==> src/hdl/lss_pkg.sv <==
`default_nettype none

package lss_pkg;

    // Stack geometry
    localparam int DEPTH   = 64;
    localparam int VAL_W   = 32;
    localparam int IDX_W   = $clog2(DEPTH);
    localparam int CNT_W   = $clog2(DEPTH + 1);

    // Priority encoder grouping: DEPTH is a multiple of GRP
    localparam int GRP     = 8;
    localparam int GRP_W   = $clog2(GRP);
    localparam int NGRP    = DEPTH / GRP;
    localparam int NGRP_W  = (NGRP > 1) ? $clog2(NGRP) : 1;

    // Operation codes
    localparam logic [1:0] MODE_PUSH   = 2'd0;
    localparam logic [1:0] MODE_POP    = 2'd1;
    localparam logic [1:0] MODE_PEEK   = 2'd2;
    localparam logic [1:0] MODE_SEARCH = 2'd3;

    // Status codes
    localparam logic [1:0] ST_OK    = 2'd0;
    localparam logic [1:0] ST_UNDER = 2'd1;
    localparam logic [1:0] ST_OVER  = 2'd2;

    // Per-cycle command to every cell of the chain
    typedef struct packed {
        logic push;
        logic pop;
        logic cmp;
    } t_shift;

endpackage

`default_nettype wire

==> src/hdl/lss_encoder.sv <==
`default_nettype none

module lss_encoder
    import lss_pkg::*;
(
    input  wire              i_clk,
    input  wire [DEPTH-1:0]  i_match,
    output logic             o_hit,
    output logic [IDX_W-1:0] o_pos
);

    logic [NGRP-1:0]  r_ghit;
    logic [GRP_W-1:0] r_goff [NGRP];

    logic [NGRP-1:0]  n_ghit;
    logic [GRP_W-1:0] n_goff [NGRP];

    // Find the first match in each group of cells, nearest the top
    always_comb begin
        for (int g = 0; g < NGRP; g++) begin
            n_ghit[g] = |i_match[g*GRP +: GRP];
            n_goff[g] = '0;
            for (int j = GRP - 1; j >= 0; j--) begin
                if (i_match[g*GRP + j]) begin
                    n_goff[g] = GRP_W'(j);
                end
            end
        end
    end

    always_ff @(posedge i_clk) begin
        r_ghit <= n_ghit;
        r_goff <= n_goff;
    end

    // Pick the first group that hit
    always_comb begin
        logic [NGRP_W-1:0] grp;
        grp = '0;
        for (int g = NGRP - 1; g >= 0; g--) begin
            if (r_ghit[g]) begin
                grp = NGRP_W'(g);
            end
        end
        o_hit = |r_ghit;
        o_pos = IDX_W'(IDX_W'(grp) * IDX_W'(GRP)) + IDX_W'(r_goff[grp]);
    end

endmodule

`default_nettype wire
==> config.mk <==
export PLATFORM = sky130hd
export DESIGN_NAME = lss_encoder
export DESIGN_NICKNAME = d
export VERILOG_FILES = /design/src/hdl/lss_pkg.sv /design/src/hdl/lss_encoder.sv
export SDC_FILE = /design/constraint.sdc
export NUM_CORES = 1
export LEC_CHECK = 0
export BUFFER_PORTS_ARGS = -buffer_cell sky130_fd_sc_hd__buf_2
export CAP_MARGIN = 15
export CORE_MARGIN = 10
export CORE_UTILIZATION = 45
export CTS_CLUSTER_SIZE = 14
export DETAILED_ROUTE_END_ITERATION = 12
export GPL_TIMING_DRIVEN = 0
export PLACE_DENSITY = 0.78
export SETUP_SLACK_MARGIN = 0.4
export SLEW_MARGIN = 5
export SYNTH_ARGS = -nofsm -noshare
export SYNTH_HDL_FRONTEND = slang
export SYNTH_SLANG_ARGS = --single-unit
export TNS_END_PERCENT = 20
==> constraint.sdc <==
create_clock -name i_clk -period 2.6 [get_ports i_clk]
set_clock_uncertainty 0.05 [all_clocks]
set_input_delay 0.39 -clock i_clk [delete_from_list [all_inputs] [get_ports i_clk]]
set_output_delay 0.39 -clock i_clk [all_outputs]
set_load 0.01 [all_outputs]
; ---- After elaboration in Yosys (flattened, before gate mapping)
; Index checks and enable logic that the tools add are counted.
[op_classes]
addsub = 1
multipliers = 0
n_div = 0
order_cmp = 1
n_eq_ne = 0
shifts = 0
n_mux = 67
n_bitwise = 1
n_reduce_logical = 25
[ops]
columns = cell, count
row1 = 2-to-1 mux 3 bit, 42
row2 = OR reduction 8 bit, 9
row3 = 2-to-1 mux 2 bit, 16
row4 = OR reduction 4 bit, 8
row5 = OR reduction 2 bit, 8
row6 = binary-select mux 3 bit (select 3 bit), 1
row7 = 2-to-1 mux 1 bit, 8
row8 = adder 6 x 3 -> 6 bit, 1
row9 = ">= comparator 4 bit, second input constant", 1
row10 = inverter 3 -> 4 bit, 1
[word_totals]
regBits = 32
latchBits = 0
ram_bits = 0
mem_bits_ro = 0
input_bits = 65
out_inout_bits = 7
elab_cells = 120
memories = 0

; ---- Logic depth before layout (Yosys ltp)
[depth]
depth_word = 13
mapped_depth = 7
ltp_nobuf = 5

; ---- Least setup slack after synthesis
; OpenSTA, ideal clock, no wires.
[synth_path]
path_kind = flip-flop to output port
startpoint = register r_ghit[2]
endpoint = output port o_pos[0]
arrival_time_ns = 1.630
required_time_ns = 2.160
setup_slack_ns = 0.530
stages_incl_launch_ff = 8
path_buffers = 2
cell_sequence = dfxtp_1 > nor4_1 > nor2b_1 > buf_6 > buf_12 > mux2i_1 > mux2i_1 > mux2_2
[synth_between]
elab_chain_len = 8
[synth_rtl]
columns = item, line
row1 = from (decl), lss_encoder.sv:12  ; logic [NGRP-1:0] r_ghit;
row2 = from (signal assigned), lss_encoder.sv:32  ; r_ghit <= n_ghit;
row3 = 2-to-1 mux 3 bit (3 in series), lss_encoder.sv:41  ; if (r_ghit[g]) begin
row4 = inverter 3 -> 4 bit (not written as such), lss_encoder.sv:46  ; o_pos = IDX_W'(IDX_W'(grp) * IDX_W'(GRP)) + IDX_W'(r_goff[grp]);
row5 = binary-select mux 3 bit (select 3 bit), lss_encoder.sv:46
row6 = 2-to-1 mux 3 bit (not written as such) (2 in series), lss_encoder.sv:46
row7 = adder 6 x 3 -> 6 bit, lss_encoder.sv:46
row8 = to (decl), lss_encoder.sv:9  ; output logic [IDX_W-1:0] o_pos
; No other way between the ends. The select of a mux whose other input is x is not followed.

; ---- Worst setup path after layout
[layout_path]
startpoint = register r_ghit[0]
endpoint = output port o_pos[2]
[layout_between]
elab_chain_len = 6
[layout_rtl]
columns = item, line
row1 = 2-to-1 mux 3 bit, lss_encoder.sv:41
row2 = inverter 3 -> 4 bit (not written as such), lss_encoder.sv:46
row3 = binary-select mux 3 bit (select 3 bit), lss_encoder.sv:46
row4 = 2-to-1 mux 3 bit (not written as such) (2 in series), lss_encoder.sv:46
row5 = adder 6 x 3 -> 6 bit, lss_encoder.sv:46
; No other way between the ends. The select of a mux whose other input is x is not followed.

==> results_dict.tcl <==
set metrics [dict create \
    start_util 0.463 \
    finalCritPeriodShare 1.02 \
    path_delay_family "multiplexers" \
    syn2layout_area_growth_pct 38.7 \
    yosys.area.top_type "dfxtp_1" \
    syn_inst 180 \
    ys_async_sr_fraction 0 \
    syn_nets 245 \
    netlist.area_leader.share 0.415 \
    drt_wl_total_mm 4.02 \
    die_y_um 78.6 \
    insertedDiodeCount 0 \
    viasPerCell 4.87 \
    status "complete, but fails checks" \
    ir_drop_mv 0.272 \
    p_total_uw 900 \
    ys_top_cells_by_count "dfxtp_1 (32), nor3_1 (27), mux2i_1 (18)" \
    grt_first_pass_wirelength_mm 6.51 \
    top_layer "met4" \
    critPathMaxFanout 5 \
    min_period_ns 2.64 \
    drc 0 \
    p_per_area_nw_per_um2 421 \
    grt_pass1_vias 1542 \
    fmax_mhz 379 \
    hold_ws_ns 0.181 \
    hpwlAfterDp_mm 3.17 \
    drv_slew 0 \
    min_path_type "in -> reg" \
    netSwitchingPower_uw 221 \
    core_area_um2 3340 \
    ys_warn_count 0 \
    startpoint_type "flop" \
    port-buffer-count 71 \
    cts.sinks 32 \
    drt-initial-drc-count 61 \
    crit_slowest_cell "dfxtp_4" \
    final-seq-area_um2 651 \
    ys_types 15 \
    ys_seq_elements 32 \
    drv_cap 0 \
    clk_path_buf_depth 2 \
    drive_gt1_frac 0.376 \
    postSynthAreaPerCell_um2 8.58 \
    gp_routability_congestion 0.718 \
    cts_tree "done" \
    multi_input_area_um2 860 \
    post-place-ws_ns 0.186 \
    p_int_uw 680 \
    p_seq_frac 0.570 \
    combPwrFrac 0.156 \
    ant_nets 0 \
    p_leak_uw 0.000996 \
    post_drt_wl_per_cell_um 13.0 \
    wl_met2_mm 1.89 \
    synth_edf_count 0 \
    grt-ovfl-total 0 \
    swShare 0.245 \
    ys_seq_area_frac 0.415 \
    synth-main-ff-cell "dfxtp_1" \
    netlist_top_cells_area "dfxtp_1 (41%), mux2i_1 (12%), nor3_1 (8.8%)" \
    antenna_found_initial 0 \
    vias 1505 \
    max_stage_delay_ns 0.37 \
    cp_cell_sequence "nor4_4 > nor2b_4 > buf_6 > buf_12 > mux2i_2 > mux2i_1 > mux2_4 > buf_6" \
    fin_area_um2 2140 \
    met1_length_mm 1.78 \
    cp.required_ns 2.16 \
    clkPwrFrac 0.274 \
    nets 328 \
    path_class "reg -> out" \
    finalHoldViolCount 0 \
    final.setup.tns_ns -0.0965 \
    routed-wl-met3_um 290 \
    cts_htree_levels 2 \
    cts_buffers 5 \
    cp_num_buf_inv 3 \
    end_kind "output pin" \
    cp_common_cell "buf_6" \
    worst_pin_slew_ns 0.590 \
    clk_pin_slew_ns 0.09 \
    grtUsageTotal 0.130 \
    rsz0062_at_grt "true" \
    violations "negative setup slack" \
    postCtsHoldBufs 0 \
    grt_start_max_net_pins 10 \
    syn_area_um2 1540 \
    slew_headroom 0.606 \
    root_buffer "clkbuf_4" \
    yosysMostFrequentCell "dfxtp_1" \
    die_w_um 78.6 \
    io_pins 72 \
    setup_viol 3 \
    nFillCells 296 \
    place_area_um2 1960 \
    final.setup.worst_slack_ns -0.0395 \
    dr.pass1.iters 4 \
    dieArea_um2 6170 \
    crit_arrival_ns 2.20 \
    num_rows 21 \
]
## layer usage
metal / vias up / track usage
li1: 808 / -
met1: 646 / 0.145
met2: 45 / 0.212
met3: 6 / 0.0478
met4: 0 / 0.0645
met5: - / 0
## kinds of logic (layout without fill, tap and decap cells)
family,Yosys count,count (layout),share of synthesized area
and+or+nand+nor,81,81,0.268
DFF,32,32,0.415
AOI/OAI and AO/OA,27,27,0.117
muxes,21,21,0.139
buffers and inverters,19,102,0.0616
## sequential cells by signal, indices dropped and copies added, names as in the netlist
name    flops
r_goff     24
r_ghit      8
## cell type report
cell class              count  share of cell area
clock buffers               6              0.0193
well taps                  46              0.0269
repair buffers             76               0.202
flip-flops and latches     32               0.304
plain buffers               2              0.0146
clock inverters             1             0.00234
inverters                  17              0.0298
multi-input cells         129               0.402
## timing repair
item                       4_1_cts  5_1_grt
pin swaps                        1        3
hold endpoints to repair         0        0
gates resized for setup         13        8
setup buffers                    2        2
setup endpoints to repair        3        5
gates cloned                     1        0
## per-stage QoR
stage,instances,utilization
floorplan,180,-
finish,309,0.642
detailed placement,297,0.586
global route,309,0.642
CTS,307,0.630
global placement,297,0.586
## power groups by stage
| stage | Combinational (µW) | Clock, µW | Sequential, µW |
|---|---|---|---|
| 3_5_place_dp | 134 | 0 | 526 |
| 2_1_floorplan | 54.3 | 0 | 524 |
| 6_report | 140 | 247 | 513 |
| 4_1_cts | 140 | 253 | 514 |
| 5_1_grt | 161 | 272 | 515 |
| 3_3_place_gp | 132 | 0 | 526 |
## path summary, 6_finish.rpt
path | slack, ns | endpoint | cells past startpoint | from
worst min-delay path | 0.18 | r_goff[12] | 2 | i_match[24]
worst max-delay path | -0.04 | o_pos[2] | 8 | r_ghit[0]
## cells in the final DEF, fill, tap and decap left out, types with 5 or more instances in the layout
| master | Yosys | final |
|---|---|---|
| clkbuf_4 | 0 | 5 |
| nor2b_1 | 10 | 9 |
| nor4_1 | 17 | 16 |
| nor2_1 | 17 | 17 |
| buf_2 | 0 | 68 |
| dfxtp_1 | 32 | 28 |
| a21oi_1 | 17 | 17 |
| nand2_1 | 9 | 9 |
| inv_1 | 17 | 17 |
| nor3_1 | 27 | 25 |
| mux2i_1 | 18 | 16 |
| o21bai_1 | 9 | 9 |
No activity file was read; power rests on OpenSTA's default activity.
