## src/hdl/lss_pkg.sv

```systemverilog
`default_nettype none

package lss_pkg;

    // Stack geometry
    localparam int DEPTH   = 64;
    localparam int VAL_W   = 32;
    localparam int IDX_W   = $clog2(DEPTH);
    localparam int CNT_W   = $clog2(DEPTH + 1);

    // Priority encoder grouping: DEPTH is a multiple of GRP
    localparam int GRP     = 8;
    localparam int GRP_W   = $clog2(GRP);
    localparam int NGRP    = DEPTH / GRP;
    localparam int NGRP_W  = (NGRP > 1) ? $clog2(NGRP) : 1;

    // Operation codes
    localparam logic [1:0] MODE_PUSH   = 2'd0;
    localparam logic [1:0] MODE_POP    = 2'd1;
    localparam logic [1:0] MODE_PEEK   = 2'd2;
    localparam logic [1:0] MODE_SEARCH = 2'd3;

    // Status codes
    localparam logic [1:0] ST_OK    = 2'd0;
    localparam logic [1:0] ST_UNDER = 2'd1;
    localparam logic [1:0] ST_OVER  = 2'd2;

    // Per-cycle command to every cell of the chain
    typedef struct packed {
        logic push;
        logic pop;
        logic cmp;
    } t_shift;

endpackage

`default_nettype wire

```

## src/hdl/lss_cell.sv

```systemverilog
`default_nettype none

module lss_cell
    import lss_pkg::*;
(
    input  wire              i_clk,
    input  wire              i_rst_n,
    input  t_shift           i_ctrl,
    input  wire [VAL_W-1:0]  i_key,
    input  wire [VAL_W-1:0]  i_above_data,
    input  wire              i_above_vld,
    input  wire [VAL_W-1:0]  i_below_data,
    input  wire              i_below_vld,
    output logic [VAL_W-1:0] o_data,
    output logic             o_vld,
    output logic             o_match
);

    logic [VAL_W-1:0] r_data;
    logic             r_vld;
    logic             r_match;

    // Shift data toward the bottom on push, toward the top on pop
    always_ff @(posedge i_clk) begin
        if (i_ctrl.push) begin
            r_data <= i_above_data;
        end else if (i_ctrl.pop) begin
            r_data <= i_below_data;
        end
    end

    // Track occupancy and register the compare result
    always_ff @(posedge i_clk) begin
        if (!i_rst_n) begin
            r_vld   <= 1'b0;
            r_match <= 1'b0;
        end else begin
            if (i_ctrl.push) begin
                r_vld <= i_above_vld;
            end else if (i_ctrl.pop) begin
                r_vld <= i_below_vld;
            end
            r_match <= i_ctrl.cmp & r_vld & (r_data == i_key);
        end
    end

    assign o_data  = r_data;
    assign o_vld   = r_vld;
    assign o_match = r_match;

endmodule

`default_nettype wire

```

## config.mk

```make
export PLATFORM = sky130hd
export DESIGN_NAME = lss_cell
export DESIGN_NICKNAME = d
export VERILOG_FILES = /design/src/hdl/lss_pkg.sv /design/src/hdl/lss_cell.sv
export SDC_FILE = /design/constraint.sdc
export NUM_CORES = 1
export LEC_CHECK = 0
export BUFFER_PORTS_ARGS = -buffer_cell sky130_fd_sc_hd__buf_2
export CAP_MARGIN = 20
export CORE_UTILIZATION = 36
export DETAILED_ROUTE_END_ITERATION = 8
export PLACE_DENSITY = 0.77
export SLEW_MARGIN = 0
export SYNTH_ARGS = -nofsm -noshare
export SYNTH_HDL_FRONTEND = slang
export SYNTH_SLANG_ARGS = --single-unit
export TNS_END_PERCENT = 30
```

## constraint.sdc

```tcl
create_clock -name i_clk -period 1.5 [get_ports i_clk]
set_clock_uncertainty 0.1 [all_clocks]
set_input_delay 0.15 -clock i_clk [delete_from_list [all_inputs] [get_ports i_clk]]
set_output_delay 0.15 -clock i_clk [all_outputs]
set_load 0.005 [all_outputs]
```

### Yosys cells after proc, flatten, opt, wreduce, memory -nomap -nowiden

Index checks and enable logic that the tools add are counted.

| word-level totals | value |
|---|---|
| register bits | 34 |
| input port bits | 103 |
| output and inout port bits | 34 |
| word-level logic and storage cells | 11 |

| operators by class | value |
|---|---|
| equal/unequal tests | 1 |
| mux-type cells | 4 |
| bitwise logic cells | 2 |
| reduce and logical (&&, ||, !) cells | 1 |

Operators by type and width:

| cell | count |
|---|---|
| 2-to-1 mux 32 bit | 2 |
| equality test 32 bit | 1 |
| bitwise AND 1 bit | 2 |
| 2-to-1 mux 1 bit | 2 |
| nonzero test 2 bit | 1 |

### Longest topological paths before layout

Gate-level depths: netlist of run 1.

| depth | value |
|---|---|
| word-level depth | 2 |
| mapped depth | 5 |
| depth with buffers taken out | 4 |

### Worst setup path after synthesis of run 1

OpenSTA, ideal clock, no wires.

| timing path | value |
|---|---|
| path kind | input-to-reg |
| from | input i_ctrl[2] in the netlist's numbering |
| to | register r_data[0] (netlist: o_data[0]) (enable) |
| library setup time | 375 ps |
| arrival time | 1,002 ps |
| required time | 1,025 ps |
| slack | 23 ps |
| stages | 3 |
| path buffers | 2 |
| cells stage by stage | buf_2 > buf_2 > or2_2 |

| on the way | value |
|---|---|
| longest elaborated chain between the ends | 1 |

RTL lines:

| what | line | RTL |
|---|---|---|
| from (decl) | lss_cell.sv:8 | `input t_shift i_ctrl,` |
| nonzero test 2 bit (no line) | n/a |  |
| to (signal assigned) | lss_cell.sv:26 | `r_data <= i_above_data;` |
| to (signal assigned) | lss_cell.sv:28 | `r_data <= i_below_data;` |
| to (decl) | lss_cell.sv:19 | `logic [VAL_W-1:0] r_data;` |

No other way between the ends.
A chain may end at the register's enable or synchronous reset.

### Worst setup path in the final report of run 1

| timing path | value |
|---|---|
| from | register r_data[19] (netlist: o_data[19]) |
| to | register r_match (netlist: o_match) |

| on the way | value |
|---|---|
| longest elaborated chain between the ends | 2 |

RTL lines:

| what | line | RTL |
|---|---|---|
| equality test 32 bit | lss_cell.sv:43 | `r_match <= i_ctrl.cmp & r_vld & (r_data == i_key);` |
| bitwise AND 1 bit | lss_cell.sv:43 |  |
| to (signal assigned) | lss_cell.sv:43 |  |
| to (decl) | lss_cell.sv:21 | `logic r_match;` |

No other way between the ends.

==> results.cfg, run 1 <==
[run_status]
outcome = finished, violations left
violations = negative setup slack

[power_and_ir_drop]
power.leakage_nw = 1.227
totalPowerFinal_w = 0.002599
vdd_ir_drop_max_mv = 0.4220
power_density_nw_per_um2 = 958.1

[clocking]
htree_levels = 2
cts_buffers = 5
insertion_delay_ns = 0.28
post-cts-setup-buffers = 0
cts_tree = built
clockBufferDepth = 2
cts.sinks = 34
cts_root_buf = clkbuf_8
cts.clk_slew.worst_paths_ns = 0.07

[setup_path]
ff2ff_path_depth = 4
startpoint_type = flip-flop
cp_data_arrival_time_ns = 1.62
worstSetupPathType = flip-flop to flip-flop
r2r-end = o_match$_SDFF_PN0_
crit_fanout = 2
crit_path_end_kind = flip-flop
required_ns = 1.62
r2r_start = o_data[19]$_DFFE_PP_
r2r_slack_ns = -0.003

[placed_design]
place_congestion = 0.6607
pre_cts_ws_ns = -0.02155
dpl.hpwl_mm = 3.398
place_area_sq_um = 2566
port_buffers = 136

[sta]
whs_ns = 0.06045
setup_ws_ns = -0.003348
finalCriticalPeriod_ns = 1.503
clock.fmax_mhz = 665.2
fin_crit_sh_pct = 100.2
drv_slew = 0
worst_pin_slew_ns = 0.7820
maxSlewHeadroom_pct = 47.87
setup_viol = 1
rsz0062_at_grt = true
tns_ns = -0.003348
hold_viol = 0

[layout]
antenna_cells = 0
mostFrequentLayoutCell = buf_2
fin_nets = 367
design_area_sq_um = 2713
mostFrequentLayoutCells = buf_2 (136), mux2_2 (32), edfxtp_1 (32)
multiInputGateArea_sq_um = 774.5
drive_gt1_share_pct = 70.45
fillCellCount = 415
regArea_sq_um = 1001
syn_to_final_growth_pct = 53.11

[grt]
grtUsageTotal_pct = 16.44
antenna_found_initial = 0
grt_pass1_wl_mm = 6.348
grt_pass1_vias = 1450
grt-ovfl-total = 0
grt_max_degree = 35

[flow_run]
drv_cap = 0

[min_path]
holdPathEnd = o_data[15]$_DFFE_PP_
hp-class = input port to flip-flop
whs_path_depth = 2
min_from = i_below_data[15]

[die]
die_h_um = 72.15
std_cell_rows = 25
die_width_um = 72.15
start_util_pct = 37.51
num_io_pins = 137
die_area_sq_um = 5206
core_area_sq_um = 4723

[detailed_routing]
final_antenna_net_count = 0
first_pass_iters = 4
vias = 1489
drc_errors = 0
avgRoutedWirePerCell_um = 13.38
vias_per_cell = 4.498
wl_mm = 4.430
drtIter0Drc = 45

[yosys]
syn_inst = 119
synth_area_per_cell_sq_um = 14.89
syn_nets = 222
yosysSeqAreaShare_pct = 56.50
ys_warn_count = 0
synth_cell_types = 16
yosys_register_bits = 34
syn_area_sq_um = 1772
## critical path: stages (launching register included)
cell	delay (ns)
edfxtp_1	0.41
xnor2_1	0.17
nand4_1	0.14
or4_4	0.51
nor3_2	0.10
## report_power, final
part / leakage (nW) / total (W) / internal, W / switching (W)
Sequential: 0.342 / 0.00122 / 0.00116 / 0.0000628
Clock: 0.0573 / 0.000857 / 0.000531 / 0.000325
Combinational: 0.827 / 0.000521 / 0.000315 / 0.000206
## metal layers
metal | vias to the layer above | wire [um] | track usage [%]
met5 | - | 0 | 0
met4 | 0 | 93 | 8.715
met3 | 11 | 345 | 4.583
met2 | 81 | 2248 | 29.49
met1 | 666 | 1743 | 17.45
li1 | 731 | - | -
## layout make-up
cell class                      instances  share of cell area, %
Clock buffer                            6                  3.044
Clock inverter                          1                  1.107
Sequential cell                        34                  36.90
Timing Repair Buffer                  142                  27.31
Multi-Input combinational cell         81                  28.55
Tap cell                               67                  3.090
## Yosys cell counts (all sizes together)
master,number,area [sq um]
edfxtp,32,960.9
nand2,1,3.750
mux2i,1,10.01
nor4,4,25.02
xnor2,16,140.1
nor3,1,10.01
xor2,16,140.1
or4,1,7.510
buf,4,20.02
nand3,1,5.000
nand4,5,31.28
dfxtp,2,40.04
mux2,32,360.4
or2,1,6.260
o21ai,1,5.000
and2,1,6.260
## cells by family after synthesis
logic type,after synthesis,share of synthesized area [%]
muxes,33,20.90
DFF,34,56.50
AOI/OAI and AO/OA,1,0.2822
xor gates and xnor gates,32,15.82
and+or+nand+nor,15,5.367
buffers and inverters,4,1.130
## metrics by stage
step | util [%] | instances
floorplan | - | 119
global placement | 54.33 | 323
detailed placement | 54.33 | 323
CTS | 57.14 | 331
global route | 57.43 | 331
finish | 57.43 | 331
## repair_timing
| item | in CTS | in global routing |
|---|---|---|
| endpoints found under the setup margin | 1 | 1 |
| hold buffers | 1 | 0 |
| pin swaps | 0 | 1 |
| endpoints found under the hold margin | 1 | 0 |
| resized for setup | 2 | 2 |
| gates cloned | 0 | 0 |
## state kept, by name (all words and copies together) (netlist names)
signal	flops
o_vld	1
o_match	1
o_data	32
## worst max-delay path by stage
stage / from / to / slack [ns] / cells after the start
2_1_floorplan: i_ctrl[2] / o_data[0]$_DFFE_PP_ / 0.02 / 3
3_3_place_gp: o_data[21]$_DFFE_PP_ / o_match$_SDFF_PN0_ / 0.001 / 4
3_5_place_dp: o_data[19]$_DFFE_PP_ / o_match$_SDFF_PN0_ / -0.02 / 4
4_1_cts: o_data[19]$_DFFE_PP_ / o_match$_SDFF_PN0_ / -0.02 / 4
5_1_grt: o_data[18]$_DFFE_PP_ / o_match$_SDFF_PN0_ / -0.1 / 5
6_report: o_data[19]$_DFFE_PP_ / o_match$_SDFF_PN0_ / -0.003 / 4
Note: power is estimated with default switching activity, not from simulation.
==> run 2, diff against run 1 <==
--- a/config.mk
+++ b/config.mk
@@ -9,6 +9,7 @@
 export CAP_MARGIN = 20
 export CORE_UTILIZATION = 36
 export DETAILED_ROUTE_END_ITERATION = 8
+export GPL_TIMING_DRIVEN = 0
 export PLACE_DENSITY = 0.77
 export SLEW_MARGIN = 0
 export SYNTH_ARGS = -nofsm -noshare
==> run 2 against run 1 <==
Effect of this change: combinational power down 5.0%; via count down 1.0%; final cell count down 0.30%; core utilization down 0.95 points; the flow still finishes with violations (negative setup slack); critical path type unchanged; final area down 1.7%; die area unchanged; largest cell class unchanged; maximum frequency down 1.6%.
==> results.cfg, run 2 (same netlist as run 1, synthesis figures left out) <==
[run_status]
outcome = finished, violations left
violations = negative setup slack

[setup_path]
cp_data_arrival_time_ns = 1.64
r2r_start = o_data[30]$_DFFE_PP_
cp_slowest_cell = or4_4
startpoint_type = flip-flop
r2r-end = o_match$_SDFF_PN0_
slowest_delay_ns = 0.55
r2r_slack_ns = -0.03
path_buf_inv = 0
ff2ff_path_depth = 4
cp_top_family = simple AND/OR/NAND/NOR gates
required_ns = 1.61
crit_cells = 4
worstSetupPathType = flip-flop to flip-flop
path_cells = xnor2_2 > nand4_1 > or4_4 > nor3_2
crit_fanout = 2
crit_path_end_kind = flip-flop

[sta]
worst_pin_slew_ns = 0.4459
rsz0062_at_grt = true
finalCriticalPeriod_ns = 1.528
clock.fmax_mhz = 654.6
drv_slew = 0
fin_crit_sh_pct = 101.8
setup_viol = 1
setup_ws_ns = -0.02757
maxSlewHeadroom_pct = 70.27
whs_ns = 0.06973
hold_viol = 0
tns_ns = -0.02757

[die]
start_util_pct = 37.51
num_io_pins = 137
core_area_sq_um = 4723
die_width_um = 72.15
std_cell_rows = 25
die_area_sq_um = 5206
die_h_um = 72.15

[layout]
largest_register_ffs = 32
mostFrequentLayoutCell = buf_2
syn_to_final_growth_pct = 50.57
mostFrequentLayoutCells = buf_2 (139), mux2_2 (32), edfxtp_1 (32)
fillCellCount = 390
drive_gt1_share_pct = 69.20
antenna_cells = 0
fin_nets = 365
final_util_pct = 56.48

[grt]
grt_pass1_vias = 1405
grt_pass1_wl_mm = 6.306
grt_max_degree = 33
grtUsageTotal_pct = 16.58
grt-ovfl-total = 0
antenna_found_initial = 0

[clocking]
cts.sinks = 34
cts_tree = built
insertion_delay_ns = 0.28
cts_root_buf = clkbuf_8
clockBufferDepth = 2
htree_levels = 2
post-cts-setup-buffers = 0
cts.clk_slew.worst_paths_ns = 0.07
cts_buffers = 5

[power_and_ir_drop]
vdd_ir_drop_max_mv = 0.7223
power.leakage_nw = 1.204
clkPwrFrac_pct = 32.1
pwr-share-seq_pct = 48.3
totalPowerFinal_w = 0.002529
intPower_w = 0.001957
power_density_nw_per_um2 = 948.2
p_sw_share_pct = 22.62
combPwrFrac_pct = 19.6
power.switching_w = 0.0005722

[detailed_routing]
vias = 1474
highest_layer = met4
m1WireLength_mm = 1.775
drtIter0Drc = 40
drc_errors = 0
wl_met3_um = 307
first_pass_iters = 4
avgRoutedWirePerCell_um = 13.14
vias_per_cell = 4.467
wl_met2_mm = 2.214
final_antenna_net_count = 0
wl_mm = 4.337

[flow_run]
drv_cap = 0

[min_path]
whs_path_depth = 2
min_from = i_below_data[8]
holdPathEnd = o_data[8]$_DFFE_PP_
hp-class = input port to flip-flop

[placed_design]
dpl.hpwl_mm = 3.478
port_buffers = 135
place_congestion = 0.6766
run 2: changes by cell type in the layout (fill, tap and decap cells not counted), sizes merged:
cell	before	now
clkbuf	6	7
buf	141	139
run 2: through the flow:
stage | instance area, sq um | std cells | setup slack (ns)
after global placement | 2531 | 321 | -0.2752
after detailed placement | 2531 | 321 | -0.2910
final | 2668 | 330 | -0.02757
after global routing | 2668 | 330 | -0.07763
after CTS | 2660 | 330 | -0.01908
after floorplan | 1772 | 119 | 0.02316
run 2: area by class of cell:
type	count	area [sq um]	area share (%)
Buffer	4	20.02	0.7505
Clock buffer	7	76.32	2.861
Multi-Input combinational cell	81	770.7	28.89
Sequential cell	34	1001	37.52
Tap cell	67	83.83	3.143
Clock inverter	1	30.03	1.126
Timing Repair Buffer	136	685.7	25.70
run 2: what timing repair did:
item,CTS,global route
endpoints found under the hold margin,1,0
pin swaps,0,5
cloned,0,0
setup endpoints to repair,33,1
gates resized for setup,3,1
hold buffers,1,0
run 2: power by group through the flow:
| stage | Sequential [W] | Combinational [W] | Clock [W] |
|---|---|---|---|
| 5_1_grt | 0.00123 | 0.000543 | 0.000870 |
| 3_5_place_dp | 0.00124 | 0.000488 | 0 |
| 2_1_floorplan | 0.00125 | 0.000210 | 0 |
| 6_report | 0.00122 | 0.000495 | 0.000812 |
| 4_1_cts | 0.00122 | 0.000500 | 0.000836 |
| 3_3_place_gp | 0.00124 | 0.000478 | 0 |
run 2: routing by layer:
metal  track usage [%]  up-vias
li1                  -      729
met1             19.23      661
met2             29.28       79
met3             4.167        5
met4             6.536        0
met5                 0        -
run 2: worst max-delay path by stage:
stage / startpoint / endpoint / slack, ns
6_report: o_data[30]$_DFFE_PP_ / o_match$_SDFF_PN0_ / -0.03
5_1_grt: o_data[30]$_DFFE_PP_ / o_match$_SDFF_PN0_ / -0.08
4_1_cts: o_data[3]$_DFFE_PP_ / o_match$_SDFF_PN0_ / -0.02
3_5_place_dp: i_ctrl[2] / o_data[21]$_DFFE_PP_ / -0.29
3_3_place_gp: i_ctrl[2] / o_data[7]$_DFFE_PP_ / -0.28
2_1_floorplan: i_ctrl[2] / o_data[0]$_DFFE_PP_ / 0.02
==> run 3, diff against run 2 <==
--- a/config.mk
+++ b/config.mk
@@ -11,6 +11,7 @@
 export DETAILED_ROUTE_END_ITERATION = 8
 export GPL_TIMING_DRIVEN = 0
 export PLACE_DENSITY = 0.77
+export SKIP_CTS_REPAIR_TIMING = 1
 export SLEW_MARGIN = 0
 export SYNTH_ARGS = -nofsm -noshare
 export SYNTH_HDL_FRONTEND = slang
==> run 3 against run 2 <==
Effect of this change: the run ends with negative hold slack, negative setup slack left; sequential share of layout area increased by 0.14 points; maximum frequency up 0.41%; final cell count shrank 0.30%; register-to-register slack about the same; combinational power about the same; global-route usage about the same; largest power group unchanged.
==> results.cfg, run 3 (same netlist as run 1, synthesis figures left out) <==
[setup_path]
r2r-end = o_match$_SDFF_PN0_
cp_data_arrival_time_ns = 1.63
ff2ff_path_depth = 4
r2r_slack_ns = -0.02
crit_end = o_match$_SDFF_PN0_
r2r_start = o_data[30]$_DFFE_PP_
startpoint_type = flip-flop
crit_fanout = 2
worstSetupPathType = flip-flop to flip-flop
startpoint = o_data[30]$_DFFE_PP_
required_ns = 1.61
crit_path_end_kind = flip-flop

[clocking]
htree_levels = 2
clockBufferDepth = 2
cts_buffers = 5
cts.clk_slew.worst_paths_ns = 0.07
cts_tree = built
cts.sinks = 34
cts_root_buf = clkbuf_8
insertion_delay_ns = 0.28

[power_and_ir_drop]
power_density_nw_per_um2 = 951.9
vdd_ir_drop_max_mv = 0.7235
power.leakage_nw = 1.200

[min_path]
hp-class = input port to flip-flop

[layout]
syn_to_final_growth_pct = 50.00
largest_register_ffs = 32
drive_gt1_share_pct = 69.47
mostFrequentLayoutCell = buf_2
fin_nets = 364
antenna_cells = 0
mostFrequentLayoutCells = buf_2 (139), mux2_2 (32), edfxtp_1 (32)

[run_status]
violations = negative hold slack, negative setup slack
outcome = finished, violations left

[placed_design]
dpl.hpwl_mm = 3.478
place_congestion = 0.6766
pre_cts_ws_ns = -0.2910
port_buffers = 135

[flow_run]
drv_cap = 0

[die]
num_io_pins = 137
core_area_sq_um = 4723
die_area_sq_um = 5206
die_width_um = 72.15
std_cell_rows = 25
start_util_pct = 37.51
die_h_um = 72.15

[detailed_routing]
wl_mm = 4.316
first_pass_iters = 4
drc_errors = 0
avgRoutedWirePerCell_um = 13.12
drtIter0Drc = 56
final_antenna_net_count = 0
vias_per_cell = 4.456
vias = 1466

[grt]
grtUsageTotal_pct = 16.55
grt_pass1_wl_mm = 6.292
grt-ovfl-total = 0
grt_max_degree = 33
antenna_found_initial = 0
grt_pass1_vias = 1388

[sta]
rsz0062_at_grt = true
maxSlewHeadroom_pct = 70.56
clock.fmax_mhz = 657.4
drv_slew = 0
setup_viol = 1
whs_ns = -0.003245
hold_viol = 1
tns_ns = -0.02125
finalCriticalPeriod_ns = 1.521
worst_pin_slew_ns = 0.4416
setup_ws_ns = -0.02125
fin_crit_sh_pct = 101.4
-- run 3: changes by cell type in the layout (fill, tap and decap cells not counted), sizes merged --
cell and delta:
dlygate4sd3 -1
-- run 3: cell type report --
class / count / area [sq um]
fillers: 394 / 2066
flip-flops and latches: 34 / 1001
multi-input cells: 81 / 770.7
repair buffers: 135 / 675.6
well taps: 67 / 83.83
clock buffers: 7 / 76.32
clock inverters: 1 / 30.03
plain buffers: 4 / 20.02
-- run 3: worst min-delay path by stage --
stage / start / end / slack [ns] / cells past startpoint
5_1_grt: i_rst_n / o_vld$_SDFFE_PN0P_ / 0.002 / 2
2_1_floorplan: i_rst_n / o_vld$_SDFFE_PN0P_ / 0.17 / 1
4_1_cts: i_rst_n / o_vld$_SDFFE_PN0P_ / -0.02 / 2
6_report: i_rst_n / o_vld$_SDFFE_PN0P_ / -0.003 / 2
3_5_place_dp: i_rst_n / o_vld$_SDFFE_PN0P_ / 0.28 / 2
3_3_place_gp: i_rst_n / o_vld$_SDFFE_PN0P_ / 0.27 / 2
-- run 3: routing by layer --
layer	vias to the layer above	track usage (%)	share of wire, %	routed length (um)
li1	726	-	-	-
met1	656	19.32	41	1754
met4	0	6.536	0.90	39
met3	5	4.167	7.1	306
met5	-	0	0	0
met2	79	29.08	51	2216
-- run 3: critical path, cell delays in order (launching register included) --
cell	delay (ns)
edfxtp_1	0.43
xnor2_2	0.18
nand4_1	0.09
or4_4	0.55
nor3_2	0.10
-- run 3: per-stage QoR --
step / cell area [sq um] / total power (W) / cells / hold WS [ns] / util [%]
finish: 2658 / 0.002530 / 329 / -0.003245 / 56.26
global placement: 2531 / 0.001718 / 321 / 0.2658 / 53.59
detailed placement: 2531 / 0.001733 / 321 / 0.2818 / 53.59
global route: 2658 / 0.002645 / 329 / 0.002439 / 56.26
floorplan: 1772 / 0.001462 / 119 / 0.1717 / -
CTS: 2638 / 0.002552 / 329 / -0.01584 / 55.84
-- run 3: power by group --
part	switching (W)	leakage, nW	total (W)	internal (W)
sequential	0.0000636	0.342	0.00122	0.00116
clock	0.000319	0.0524	0.000816	0.000497
combinational	0.000192	0.805	0.000492	0.000300
total	0.000574	1.20	0.00253	0.00196
